==> config.mk <==
export PLATFORM = sky130hd
export DESIGN_NAME = stepper_ramp_interval_generator_top
export DESIGN_NICKNAME = d
export VERILOG_FILES = /design/src/hw/rtl/srig_pkg.sv /design/src/hw/rtl/stepper_ramp_interval_generator_top.sv /design/src/hw/rtl/srig_div.sv
export VERILOG_INCLUDE_DIRS = /design/src /design/src/hw/rtl
export SDC_FILE = /design/constraint.sdc
export NUM_CORES = 1
export LEC_CHECK = 0
export BUFFER_PORTS_ARGS = -buffer_cell sky130_fd_sc_hd__buf_2
export CELL_PAD_IN_SITES_DETAIL_PLACEMENT = 1
export CELL_PAD_IN_SITES_GLOBAL_PLACEMENT = 1
export CORE_ASPECT_RATIO = 2
export CORE_MARGIN = 8
export CORE_UTILIZATION = 35
export CTS_BUF_LIST = sky130_fd_sc_hd__clkbuf_8
export DETAILED_ROUTE_END_ITERATION = 8
export PLACE_DENSITY_LB_ADDON = 0.1
export SETUP_SLACK_MARGIN = 0.15
export SLEW_MARGIN = 15
export SYNTH_ARGS = -nofsm -noshare
export SYNTH_HDL_FRONTEND = slang
export SYNTH_SLANG_ARGS = --single-unit
==> constraint.sdc <==
create_clock -name clk -period 18 [get_ports clk]
set_input_delay 3.6 -clock clk [delete_from_list [all_inputs] [get_ports clk]]
set_output_delay 3.6 -clock clk [all_outputs]
set_load 0.005 [all_outputs]
==> src/hw/rtl/stepper_ramp_interval_generator_top_defines.svh <==
// Assertion macros used by the ramp generator top level
`ifndef STEPPER_RAMP_INTERVAL_GENERATOR_TOP_DEFINES_SVH
`define STEPPER_RAMP_INTERVAL_GENERATOR_TOP_DEFINES_SVH

// same-cycle implication, sampled on clk, off during reset
`define SRIG_ASSERT_NOW(label, ante, cons, msg) \
    label: assert property (@(posedge clk) disable iff (!rst_n) (ante) |-> (cons)) \
        else $error(msg);

// next-cycle implication
`define SRIG_ASSERT_NEXT(label, ante, cons, msg) \
    label: assert property (@(posedge clk) disable iff (!rst_n) (ante) |=> (cons)) \
        else $error(msg);

`endif

==> src/hw/rtl/srig_pkg.sv <==
// Shared types, constants and helpers for the stepper ramp interval generator
package srig_pkg;

    localparam int FRAC_BITS     = 8;
    localparam int INTERVAL_W    = 31;
    localparam int TIMER_W       = 23;
    localparam int RAMP_W        = 24;
    localparam int EDGE_W        = 17;
    localparam int CFG_W         = 16;
    localparam int CFG_IDX_W     = 2;
    localparam int DIVIDEND_W    = 32;
    localparam int DIVISOR_W     = RAMP_W + 2;
    localparam int DIV_CNT_W     = 5;

    localparam logic [CFG_W-1:0] SPR_RESET = 16'd3200;
    localparam logic [CFG_W-1:0] NDS_RESET = 16'd2600;
    localparam logic [RAMP_W-1:0] RAMP_MAX = '1;

    localparam logic [CFG_IDX_W-1:0] CFG_STEPS_PER_REV   = 2'd0;
    localparam logic [CFG_IDX_W-1:0] CFG_NEEDLE_DOWN     = 2'd1;

    localparam logic MODE_TICK = 1'b0;
    localparam logic MODE_CMD  = 1'b1;

    typedef enum logic [1:0] {
        ST_IDLE,
        ST_DIV,
        ST_FIN
    } state_t;

    typedef enum logic [1:0] {
        OP_NONE,
        OP_ACC,
        OP_DEC,
        OP_DEC_ZERO
    } op_t;

    typedef struct packed {
        logic busy;
        logic done;
    } div_status_t;

    function automatic logic [TIMER_W-1:0] to_timer(input logic [INTERVAL_W-1:0] iv);
        logic [INTERVAL_W-1:0] shifted;
        shifted = iv >> FRAC_BITS;
        return shifted[TIMER_W-1:0];
    endfunction

endpackage

==> src/hw/rtl/stepper_ramp_interval_generator_top.sv <==
// Top level: step interval ramp generator for a needle stepper drive
//
// Input channel (in_valid/in_ready) takes either a speed command (mode 1) or a
// step tick (mode 0). Every transfer gives exactly one result on the output
// channel (out_valid/out_ready): next timer reload, step level, revolution
// pulse, needle-down flag and run flag.
// Commands and ticks while stopped load the result directly; it is valid in the
// cycle after the transfer. A running tick that needs division uses one shared
// restoring divider (2c/(4n+1) when speeding up, 2c/(4n-1) when slowing down),
// one quotient bit a cycle; the result is loaded after the divider is done, and
// no new tick is taken before that. Ticks that need no division skip it.
// in_ready is low while a tick is being worked on and while a result waits
// that the receiver is not taking this cycle; a stalled receiver holds the
// result register and so stalls the input.
// Reset clears the interval, target, ramp and edge counters and the run flag;
// steps_per_rev resets to 3200, needle_down_steps to 2600. Registers are written
// via cfg_we/cfg_index/cfg_data, by the user only while idle; not enforced.
`include "stepper_ramp_interval_generator_top_defines.svh"

module stepper_ramp_interval_generator_top
    import srig_pkg::*;
(
    input  logic                  clk,
    input  logic                  rst_n,
    input  logic                  in_valid,
    output logic                  in_ready,
    input  logic                  mode,
    input  logic [INTERVAL_W-1:0] target_interval,
    input  logic [INTERVAL_W-1:0] start_interval,
    input  logic                  load_start,
    input  logic                  stop_at_target,
    output logic                  out_valid,
    input  logic                  out_ready,
    output logic [TIMER_W-1:0]    timer_interval,
    output logic                  step_level,
    output logic                  revolution_done,
    output logic                  needle_down,
    output logic                  running,
    input  logic                  cfg_we,
    input  logic [CFG_IDX_W-1:0]  cfg_index,
    input  logic [CFG_W-1:0]      cfg_data
);

    state_t                state_reg, state_next;
    op_t                   op_reg, op_next;
    op_t                   op_sel;
    logic [CFG_W-1:0]      spr_reg, nds_reg;
    logic [INTERVAL_W-1:0] cur_reg, cur_next;
    logic [INTERVAL_W-1:0] tgt_reg, tgt_next;
    logic [RAMP_W-1:0]     ramp_reg, ramp_next;
    logic [EDGE_W-1:0]     edge_reg, edge_next;
    logic                  stop_reg, stop_next;
    logic                  pin_reg, pin_next;
    logic                  run_reg, run_next;
    logic                  rev_reg, rev_next;

    logic                  out_valid_reg, out_valid_next;
    logic                  out_load;
    logic [INTERVAL_W-1:0] out_interval;
    logic                  out_level, out_rev, out_run;
    logic [TIMER_W-1:0]    timer_reg;
    logic                  level_reg, revd_reg, needle_reg, running_reg;

    logic                  div_start;
    logic [DIVISOR_W-1:0]  div_divisor;
    logic [DIVIDEND_W-1:0] div_quotient;
    div_status_t           div_status;

    logic                  in_fire, out_free;
    logic [EDGE_W:0]       edge_inc, edge_limit;
    logic [EDGE_W-1:0]     spr_ext;
    logic [CFG_W-1:0]      span;
    logic                  decel_win;
    logic [RAMP_W-1:0]     ramp_inc;
    logic [DIVIDEND_W-1:0] dec_amt, cur_ext, acc_diff;
    logic [DIVIDEND_W:0]   nx;
    logic [INTERVAL_W-1:0] acc_res, cur_new;
    logic                  reached, stop_hit, ramp_dec;
    logic                  needle_now;

    assign out_free = !out_valid_reg || out_ready;
    assign in_ready = (state_reg == ST_IDLE) && out_free;
    assign in_fire  = in_valid && in_ready;

    // edge counter and deceleration window, from the count before the tick
    assign spr_ext    = {1'b0, spr_reg};
    assign edge_inc   = {1'b0, edge_reg} + 1'b1;
    assign edge_limit = {1'b0, spr_reg, 1'b0};
    assign span       = spr_reg - edge_reg[CFG_W-1:0];
    assign decel_win  = (edge_reg <= spr_ext) && ({{(RAMP_W-CFG_W){1'b0}}, span} <= ramp_reg);
    assign ramp_inc   = (ramp_reg == RAMP_MAX) ? ramp_reg : ramp_reg + 1'b1;
    assign needle_now = edge_reg >= {nds_reg, 1'b0};

    always_comb
    begin
        if (cur_reg > tgt_reg)
            op_sel = OP_ACC;
        else if (cur_reg < tgt_reg && decel_win)
            op_sel = (ramp_reg != '0) ? OP_DEC : OP_DEC_ZERO;
        else
            op_sel = OP_NONE;
    end

    // ramp arithmetic on the quotient
    assign cur_ext  = {1'b0, cur_reg};
    assign dec_amt  = (div_quotient == '0) ? DIVIDEND_W'(1) : div_quotient;
    assign acc_diff = cur_ext - dec_amt;
    assign acc_res  = (dec_amt >= cur_ext || acc_diff <= {1'b0, tgt_reg})
                      ? tgt_reg : acc_diff[INTERVAL_W-1:0];
    assign nx       = {1'b0, cur_ext} + {1'b0, div_quotient};

    always_comb
    begin
        reached  = 1'b0;
        ramp_dec = 1'b0;
        cur_new  = cur_reg;
        case (op_reg)
            OP_ACC:
            begin
                cur_new = acc_res;
            end
            OP_DEC:
            begin
                if (nx < {2'b00, tgt_reg})
                begin
                    cur_new  = nx[INTERVAL_W-1:0];
                    ramp_dec = 1'b1;
                end
                else
                begin
                    reached = 1'b1;
                end
            end
            OP_DEC_ZERO:
            begin
                reached = 1'b1;
            end
            default:
            begin
                cur_new = cur_reg;
            end
        endcase
        stop_hit = reached && stop_reg;
        if (reached)
        begin
            cur_new = tgt_reg;
            if (!stop_reg && op_reg == OP_DEC)
                ramp_dec = 1'b1;
        end
    end

    // sequencer: next state
    always_comb
    begin
        state_next = state_reg;
        case (state_reg)
            ST_IDLE:
            begin
                if (in_fire && mode == MODE_TICK && run_reg)
                begin
                    if (op_sel == OP_ACC || op_sel == OP_DEC)
                        state_next = ST_DIV;
                    else
                        state_next = ST_FIN;
                end
            end
            ST_DIV:
            begin
                if (div_status.done)
                    state_next = ST_FIN;
            end
            ST_FIN:
            begin
                if (out_free)
                    state_next = ST_IDLE;
            end
            default:
            begin
                state_next = ST_IDLE;
            end
        endcase
    end

    // sequencer: datapath and result
    always_comb
    begin
        cur_next       = cur_reg;
        tgt_next       = tgt_reg;
        ramp_next      = ramp_reg;
        edge_next      = edge_reg;
        stop_next      = stop_reg;
        pin_next       = pin_reg;
        run_next       = run_reg;
        rev_next       = rev_reg;
        op_next        = op_reg;
        div_start      = 1'b0;
        div_divisor    = {ramp_inc, 2'b01};
        out_load       = 1'b0;
        out_interval   = cur_reg;
        out_level      = pin_reg;
        out_rev        = 1'b0;
        out_run        = run_reg;
        out_valid_next = out_valid_reg && !out_ready;
        case (state_reg)
            ST_IDLE:
            begin
                if (in_fire)
                begin
                    if (mode == MODE_CMD)
                    begin
                        tgt_next  = target_interval;
                        stop_next = stop_at_target;
                        run_next  = 1'b1;
                        if (load_start)
                            cur_next = start_interval;
                        out_load     = 1'b1;
                        out_interval = load_start ? start_interval : cur_reg;
                        out_run      = 1'b1;
                    end
                    else if (!run_reg)
                    begin
                        out_load = 1'b1;
                    end
                    else
                    begin
                        pin_next = !pin_reg;
                        if (edge_inc > edge_limit)
                        begin
                            edge_next = '0;
                            rev_next  = 1'b1;
                        end
                        else
                        begin
                            edge_next = edge_inc[EDGE_W-1:0];
                            rev_next  = 1'b0;
                        end
                        op_next = op_sel;
                        if (op_sel == OP_ACC)
                        begin
                            ramp_next   = ramp_inc;
                            div_start   = 1'b1;
                            div_divisor = {ramp_inc, 2'b01};
                        end
                        else if (op_sel == OP_DEC)
                        begin
                            // 4n - 1 with n >= 1
                            div_start   = 1'b1;
                            div_divisor = {ramp_reg - 1'b1, 2'b11};
                        end
                    end
                end
            end
            ST_FIN:
            begin
                if (out_free)
                begin
                    out_load  = 1'b1;
                    out_level = pin_reg;
                    out_rev   = rev_reg;
                    if (ramp_dec)
                        ramp_next = ramp_reg - 1'b1;
                    if (stop_hit)
                    begin
                        cur_next     = '0;
                        stop_next    = 1'b0;
                        run_next     = 1'b0;
                        out_interval = tgt_reg;
                        out_run      = 1'b0;
                    end
                    else
                    begin
                        cur_next     = cur_new;
                        run_next     = (cur_new == '0) ? 1'b0 : run_reg;
                        out_interval = cur_new;
                        out_run      = (cur_new == '0) ? 1'b0 : run_reg;
                    end
                end
            end
            default:
            begin
                out_load = 1'b0;
            end
        endcase
        if (out_load)
            out_valid_next = 1'b1;
    end

    srig_div u_div (
        .clk      (clk),
        .rst_n    (rst_n),
        .start    (div_start),
        .dividend ({cur_reg, 1'b0}),
        .divisor  (div_divisor),
        .quotient (div_quotient),
        .status   (div_status)
    );

    always_ff @(posedge clk or negedge rst_n)
    begin
        if (!rst_n)
        begin
            state_reg     <= ST_IDLE;
            op_reg        <= OP_NONE;
            spr_reg       <= SPR_RESET;
            nds_reg       <= NDS_RESET;
            cur_reg       <= '0;
            tgt_reg       <= '0;
            ramp_reg      <= '0;
            edge_reg      <= '0;
            stop_reg      <= 1'b0;
            pin_reg       <= 1'b0;
            run_reg       <= 1'b0;
            rev_reg       <= 1'b0;
            out_valid_reg <= 1'b0;
        end
        else
        begin
            state_reg     <= state_next;
            op_reg        <= op_next;
            cur_reg       <= cur_next;
            tgt_reg       <= tgt_next;
            ramp_reg      <= ramp_next;
            edge_reg      <= edge_next;
            stop_reg      <= stop_next;
            pin_reg       <= pin_next;
            run_reg       <= run_next;
            rev_reg       <= rev_next;
            out_valid_reg <= out_valid_next;
            if (cfg_we)
            begin
                case (cfg_index)
                    CFG_STEPS_PER_REV: spr_reg <= cfg_data;
                    CFG_NEEDLE_DOWN:   nds_reg <= cfg_data;
                    default:           spr_reg <= spr_reg;
                endcase
            end
        end
    end

    // result register; needle flag taken from the edge count after the tick
    always_ff @(posedge clk)
    begin
        if (out_load)
        begin
            timer_reg   <= to_timer(out_interval);
            level_reg   <= out_level;
            revd_reg    <= out_rev;
            running_reg <= out_run;
            needle_reg  <= (state_reg == ST_FIN) ? needle_now
                           : (edge_reg >= {nds_reg, 1'b0});
        end
    end

    assign out_valid       = out_valid_reg;
    assign timer_interval  = timer_reg;
    assign step_level      = level_reg;
    assign revolution_done = revd_reg;
    assign needle_down     = needle_reg;
    assign running         = running_reg;

    `SRIG_ASSERT_NOW(a_div_active, state_reg == ST_DIV,
        div_status.busy || div_status.done, "divider idle while sequencer waits on it")
    `SRIG_ASSERT_NEXT(a_div_to_fin, state_reg == ST_DIV && div_status.done,
        state_reg == ST_FIN, "quotient ready but sequencer did not finish")
    `SRIG_ASSERT_NOW(a_start_idle, div_start,
        state_reg == ST_IDLE && !div_status.busy, "divider started while busy")
    `SRIG_ASSERT_NOW(a_acc_count, state_reg == ST_FIN && op_reg == OP_ACC,
        ramp_reg != '0, "ramp count zero after speed-up step")

endmodule

==> src/hw/rtl/srig_div.sv <==
// Restoring divider, one quotient bit per cycle
module srig_div
    import srig_pkg::*;
(
    input  logic                  clk,
    input  logic                  rst_n,
    input  logic                  start,
    input  logic [DIVIDEND_W-1:0] dividend,
    input  logic [DIVISOR_W-1:0]  divisor,
    output logic [DIVIDEND_W-1:0] quotient,
    output div_status_t           status
);

    logic                  busy_reg, busy_next;
    logic                  done_reg, done_next;
    logic [DIV_CNT_W-1:0]  cnt_reg, cnt_next;
    logic [DIVIDEND_W-1:0] quo_reg, quo_next;
    logic [DIVISOR_W-1:0]  rem_reg, rem_next;
    logic [DIVISOR_W-1:0]  dvs_reg, dvs_next;
    logic [DIVISOR_W:0]    shifted;
    logic [DIVISOR_W:0]    diff;
    logic                  ge;

    assign shifted = {rem_reg, quo_reg[DIVIDEND_W-1]};
    assign diff    = shifted - {1'b0, dvs_reg};
    assign ge      = shifted >= {1'b0, dvs_reg};

    always_comb
    begin
        busy_next = busy_reg;
        done_next = 1'b0;
        cnt_next  = cnt_reg;
        quo_next  = quo_reg;
        rem_next  = rem_reg;
        dvs_next  = dvs_reg;
        if (start)
        begin
            busy_next = 1'b1;
            cnt_next  = '0;
            quo_next  = dividend;
            rem_next  = '0;
            dvs_next  = divisor;
        end
        else if (busy_reg)
        begin
            rem_next = ge ? diff[DIVISOR_W-1:0] : shifted[DIVISOR_W-1:0];
            quo_next = {quo_reg[DIVIDEND_W-2:0], ge};
            cnt_next = cnt_reg + 1'b1;
            if (cnt_reg == '1)
            begin
                busy_next = 1'b0;
                done_next = 1'b1;
            end
        end
    end

    always_ff @(posedge clk or negedge rst_n)
    begin
        if (!rst_n)
        begin
            busy_reg <= 1'b0;
            done_reg <= 1'b0;
            cnt_reg  <= '0;
        end
        else
        begin
            busy_reg <= busy_next;
            done_reg <= done_next;
            cnt_reg  <= cnt_next;
        end
    end

    always_ff @(posedge clk)
    begin
        quo_reg <= quo_next;
        rem_reg <= rem_next;
        dvs_reg <= dvs_next;
    end

    assign quotient    = quo_reg;
    assign status.busy = busy_reg;
    assign status.done = done_reg;

endmodule
# Word level (Yosys, flattened, before mapping)
# Cells that the tools add are included.
# op_classes
add_sub_neg,8
reduce_logical,33
order_cmp,10
n_bitwise,4
n_eq_ne,20
mux,78
# op_table
operator,n
$mux W31,10
$pmux W31 S2,3
$mux W26,7
$mux W24,7
$mux W32,3
$pmux W24 S2,1
$add A31 B32 Y33,1
$lt A33 B31 Y1,1
$mux W1,33
$ge A32 B31 Y1,1
$le A32 B31 Y1,1
$logic_not A32 Y1,1
$sub A31 B32 Y32,1
$gt A31 B31 Y1,1
$logic_not A31 Y1,1
$lt A31 B31 Y1,1
$ge A27 B26 Y1,1
$sub A26 B26 Y26,1
$add A24 B1 Y24 const B,1
$eq A24 B24 Y1 const B,1
$le A16 B24 Y1,1
$reduce_bool A24 Y1,1
$sub A24 B1 Y24 const B,1
$add A17 B1 Y18 const B,1
other kinds (27),72
# totals
word_cells,179
reg_bits,262

# Longest topological paths before layout
# logic_depth
word_depth,14
ltp_mapped,30

# Cells and area by module
# From an unflattened synthesis, not the netlist that was laid out.
# hier_totals
cells_unflattened,2760
area_unflattened_um2,23276.1
# modules_own_cells
module,instances,cells_per_inst,seq_area_each_um2,area_each_um2
stepper_ramp_interval_generator_top,1,2296,4423.0,18181.2
srig_div,1,464,2437.3,5094.9

# Least setup slack after synthesis
# OpenSTA, ideal clock, no wires.
# synth_path
path_kind,input port to output port
from,input out_ready
to,output in_ready
setup_slack_ns,10.267
t_required_ns,14.400
stages,3
path_buffers,1
arrival_time_ns,4.133
cell_sequence,nor2b_1 buf_1 nor2_1
# synth_between
elab_chain_cells,2
# synth_rtl
item,line_no,rtl
start: declaration,stepper_ramp_interval_generator_top.sv:33,"input logic out_ready,"
$logic_or A1 B1 Y1,stepper_ramp_interval_generator_top.sv:81,assign out_free = !out_valid_reg || out_ready;
$logic_and A1 B1 Y1,stepper_ramp_interval_generator_top.sv:82,assign in_ready = (state_reg == ST_IDLE) && out_free;
end: declaration,stepper_ramp_interval_generator_top.sv:26,"output logic in_ready,"
# No other way between the ends.

# Final worst setup path
# layout_path
from,"register u_div.quo_reg[16], in the netlist u_div.quotient[16]"
to,"register running_reg, in the netlist running (data pin)"
# layout_between
elab_chain_cells,13
word_cells_on_any_way,20
classes_between,add/sub (2); order compare (3); mux (11); reduce/logical (4)
# layout_rtl
item,line_no,rtl
start: declaration,srig_div.sv:17,"logic [DIVIDEND_W-1:0] quo_reg, quo_next;"
start signal: assignment,srig_div.sv:75,quo_reg <= quo_next;
$logic_not A32 Y1,stepper_ramp_interval_generator_top.sv:106,assign dec_amt = (div_quotient == '0) ? DIVIDEND_W'(1) : div_quotient;
$mux W32,stepper_ramp_interval_generator_top.sv:106,
$sub A31 B32 Y32,stepper_ramp_interval_generator_top.sv:107,assign acc_diff = cur_ext - dec_amt;
$le A32 B31 Y1,stepper_ramp_interval_generator_top.sv:108,"assign acc_res = (dec_amt >= cur_ext || acc_diff <= {1'b0, tgt_reg})"
$logic_or A1 B1 Y1,stepper_ramp_interval_generator_top.sv:108,
$mux W31,stepper_ramp_interval_generator_top.sv:109,? tgt_reg : acc_diff[INTERVAL_W-1:0];
$pmux W31 S2,stepper_ramp_interval_generator_top.sv:117,case (op_reg)
$mux W31,stepper_ramp_interval_generator_top.sv:144,if (reached)
$logic_not A31 Y1,stepper_ramp_interval_generator_top.sv:275,out_run = (cur_new == '0) ? 1'b0 : run_reg;
$mux W1,stepper_ramp_interval_generator_top.sv:275,
$mux W1 (*) (2 in series),-,
$pmux W1 S2 (*),stepper_ramp_interval_generator_top.sv:204,case (state_reg)
via out_run,stepper_ramp_interval_generator_top.sv:60,"logic out_level, out_rev, out_run;"
end signal: assignment,stepper_ramp_interval_generator_top.sv:348,running_reg <= out_run;
end: declaration,stepper_ramp_interval_generator_top.sv:62,"logic level_reg, revd_reg, needle_reg, running_reg;"
# Mark *: on every way through the listed nets, which the timed path passes. The rest lies on a longest branch.
# A chain may end at the register's enable or synchronous reset.

==> flow_summary.ini <==
[floorplan]
rows = 131
io_pins = 117
dieArea_sq_um = 73100
die_w_microns = 195
die_h_microns = 374
coreArea_sq_um = 63600
initial_core_util_pct = 35.3

[route]
firstDrtPassIters = 5
met2_length_mm = 55.2
wl_met1_mm = 32.1
wl_per_cell_microns = 28.5
num_vias = 21200
wl_mm = 102
drc = 0
viasPerCell = 5.91
ant_nets = 0
top_layer = met5
initialDrtViolationCount = 930
dr_wl_met3_mm = 3.78

[timing]
period_needed_ns = 7.98
skew_ns = 0.0472
min_period_over_period_pct = 44.3
maxSlewViolCount = 0
final_hold_viol_count = 0
tightest_slew_ns = 1.16
rsz0062_at_grt = false
setup_violations = 0
tns_ns = 0
fmax_mhz = 125
slew_headroom_pct = 21.8

[clock_tree]
cts_root_buffer = clkbuf_8
hold_buffers = 0
clkLatencyLatePin_ns = 0.67
ctsResizeCount = 0
cts_max_path_buffers = 3
cts_buffers = 47
cts_sinks = 261
htreeDepth = 2
clk_pin_slew_ns = 0.07
post_cts_buffers = 0
cts_tree = built

[critical_path]
worst-path-buf-inv = 0
arrival_ns = 8.38
start_kind = flop
path_max_fanout = 26
slowest_stage = o41ai_1
r2r_slack_ns = 10.02
critPathRequiredTime_ns = 18.40
crit_family = compound AO/OA/AOI/OAI gates
rr_worst_depth = 26
critPathCaptureType = flop
reg2reg_from = u_div.quotient[16]
r2r-end = running
cpPeakStageDelay_ns = 0.74
critPathKind = flop to flop

[synthesis]
synth_top_area_share_pct = 16.0
synth.area.top_cells = dfrtp_1 (16%), ha_1 (15%), edfxtp_1 (11%)
synth_edf_count = 83
synth_top_area_cell = dfrtp_1
synthCells = 2643
ys.flop_type = dfrtp_1
synth_nets = 3003
ys_seq_area_share_pct = 30.4
synthArstFlopShare_pct = 57.9
synth_warnings = 0
synthTopCellsByCount = nand2_1 (300), ha_1 (268), inv_1 (209)
synth_area_per_cell_sq_um = 8.50
synth.distinct_cells = 90
yosysMostFrequentCell = nand2_1
synth_seq_cells = 261
synth.cell_area_sq_um = 22500

[placement]
portBuffers = 116
routabilityCongestion = 0.983
dp_hpwl_mm = 82.3

[layout]
drive_gt1_share_pct = 11.2
area_growth_pct = 11.4
largest_reg_flops = 32
fin_nets = 3101

[worst_hold_path]
holdPathStages = 1
min_to = pin_reg
min-delay-start = pin_reg
hold_path_class = flop to flop

[global_route]
grt_pass1_vias = 23000
grt_pass1_wl_mm = 150
gr-total-overflow = 0
grt_max_degree = 66
antenna_found_initial = 9
grt_usage_pct = 27.5

[run]
max-cap-violations = 0

[status]
status = finished clean
area by class of cell:
type	instances	area, sq um
Inverter	209	785
Multi-Input combinational cell	2066	14500
Tap cell	798	998
Antenna cell	4	10.0
Clock buffer	50	688
Timing Repair Buffer	156	887
Fill cell	7653	38600
Clock inverter	38	373
Sequential cell	261	6820
per-layer routing:
| metal | global-route usage, % | vias up |
|---|---|---|
| li1 | - | 9790 |
| met1 | 23.8 | 10500 |
| met2 | 53.2 | 559 |
| met3 | 3.90 | 325 |
| met4 | 24.9 | 8 |
| met5 | 0 | - |
placed cells by master (no fill, tap or decap), types with 20 or more instances in the layout:
master / netlist / routed
edfxtp_1: 83 / 83
a31oi_1: 23 / 23
nor3_1: 40 / 39
inv_1: 209 / 220
a211oi_1: 34 / 34
mux2i_1: 64 / 64
buf_4: 0 / 40
mux2_2: 33 / 33
xor2_1: 29 / 29
clkbuf_8: 0 / 50
dfrtp_1: 144 / 143
nand2_1: 300 / 300
o21ai_0: 195 / 195
nor4_1: 27 / 26
o21a_1: 32 / 32
nand2b_1: 20 / 20
o211ai_1: 26 / 26
xnor2_1: 120 / 120
nand4_1: 60 / 60
a21o_1: 77 / 77
nand3_1: 60 / 60
nor2_1: 179 / 177
a21oi_1: 180 / 180
ha_1: 268 / 268
dfxtp_1: 27 / 27
buf_2: 18 / 115
stage by stage:
stage | hold WS [ns] | instances | worst slack [ns] | utilization (%) | cell area (sq um)
6_report | 0.472 | 3582 | 10.02 | 39.3 | 25000
5_1_grt | 0.492 | 3580 | 9.63 | 39.3 | 25000
4_1_cts | 0.480 | 3578 | 10.13 | 39.3 | 25000
3_5_place_dp | 0.459 | 3490 | 10.13 | 37.7 | 24000
3_3_place_gp | 0.459 | 3490 | 10.11 | 37.7 | 24000
2_1_floorplan | 0.442 | 2643 | 10.27 | - | 22500
worst max path at each step:
stage,to,from,depth (start not counted),slack [ns]
floorplan,in_ready,out_ready,3,10.27
global placement,in_ready,out_ready,5,10.11
detailed placement,in_ready,out_ready,5,10.13
CTS,in_ready,out_ready,5,10.13
global route,running,u_div.quotient[16],26,9.63
finish,running,u_div.quotient[16],26,10.02
logic make-up (layout without fill, tap and decap cells):
kind of cell	after synthesis	after routing	share of synthesized area [%]
AO/OA/AOI/OAI	759	759	22.3
flip-flops	261	261	30.4
XOR/XNOR	149	149	5.81
adder cells (fa/ha/maj)	272	272	15.3
multiplexers	99	99	4.60
AND/OR/NAND/NOR	787	787	16.3
other	0	4	0
buffers and inverters	316	453	5.42
Power is not shown: default switching activity piles up to over one toggle a cycle in this logic, so the estimate is an artifact.
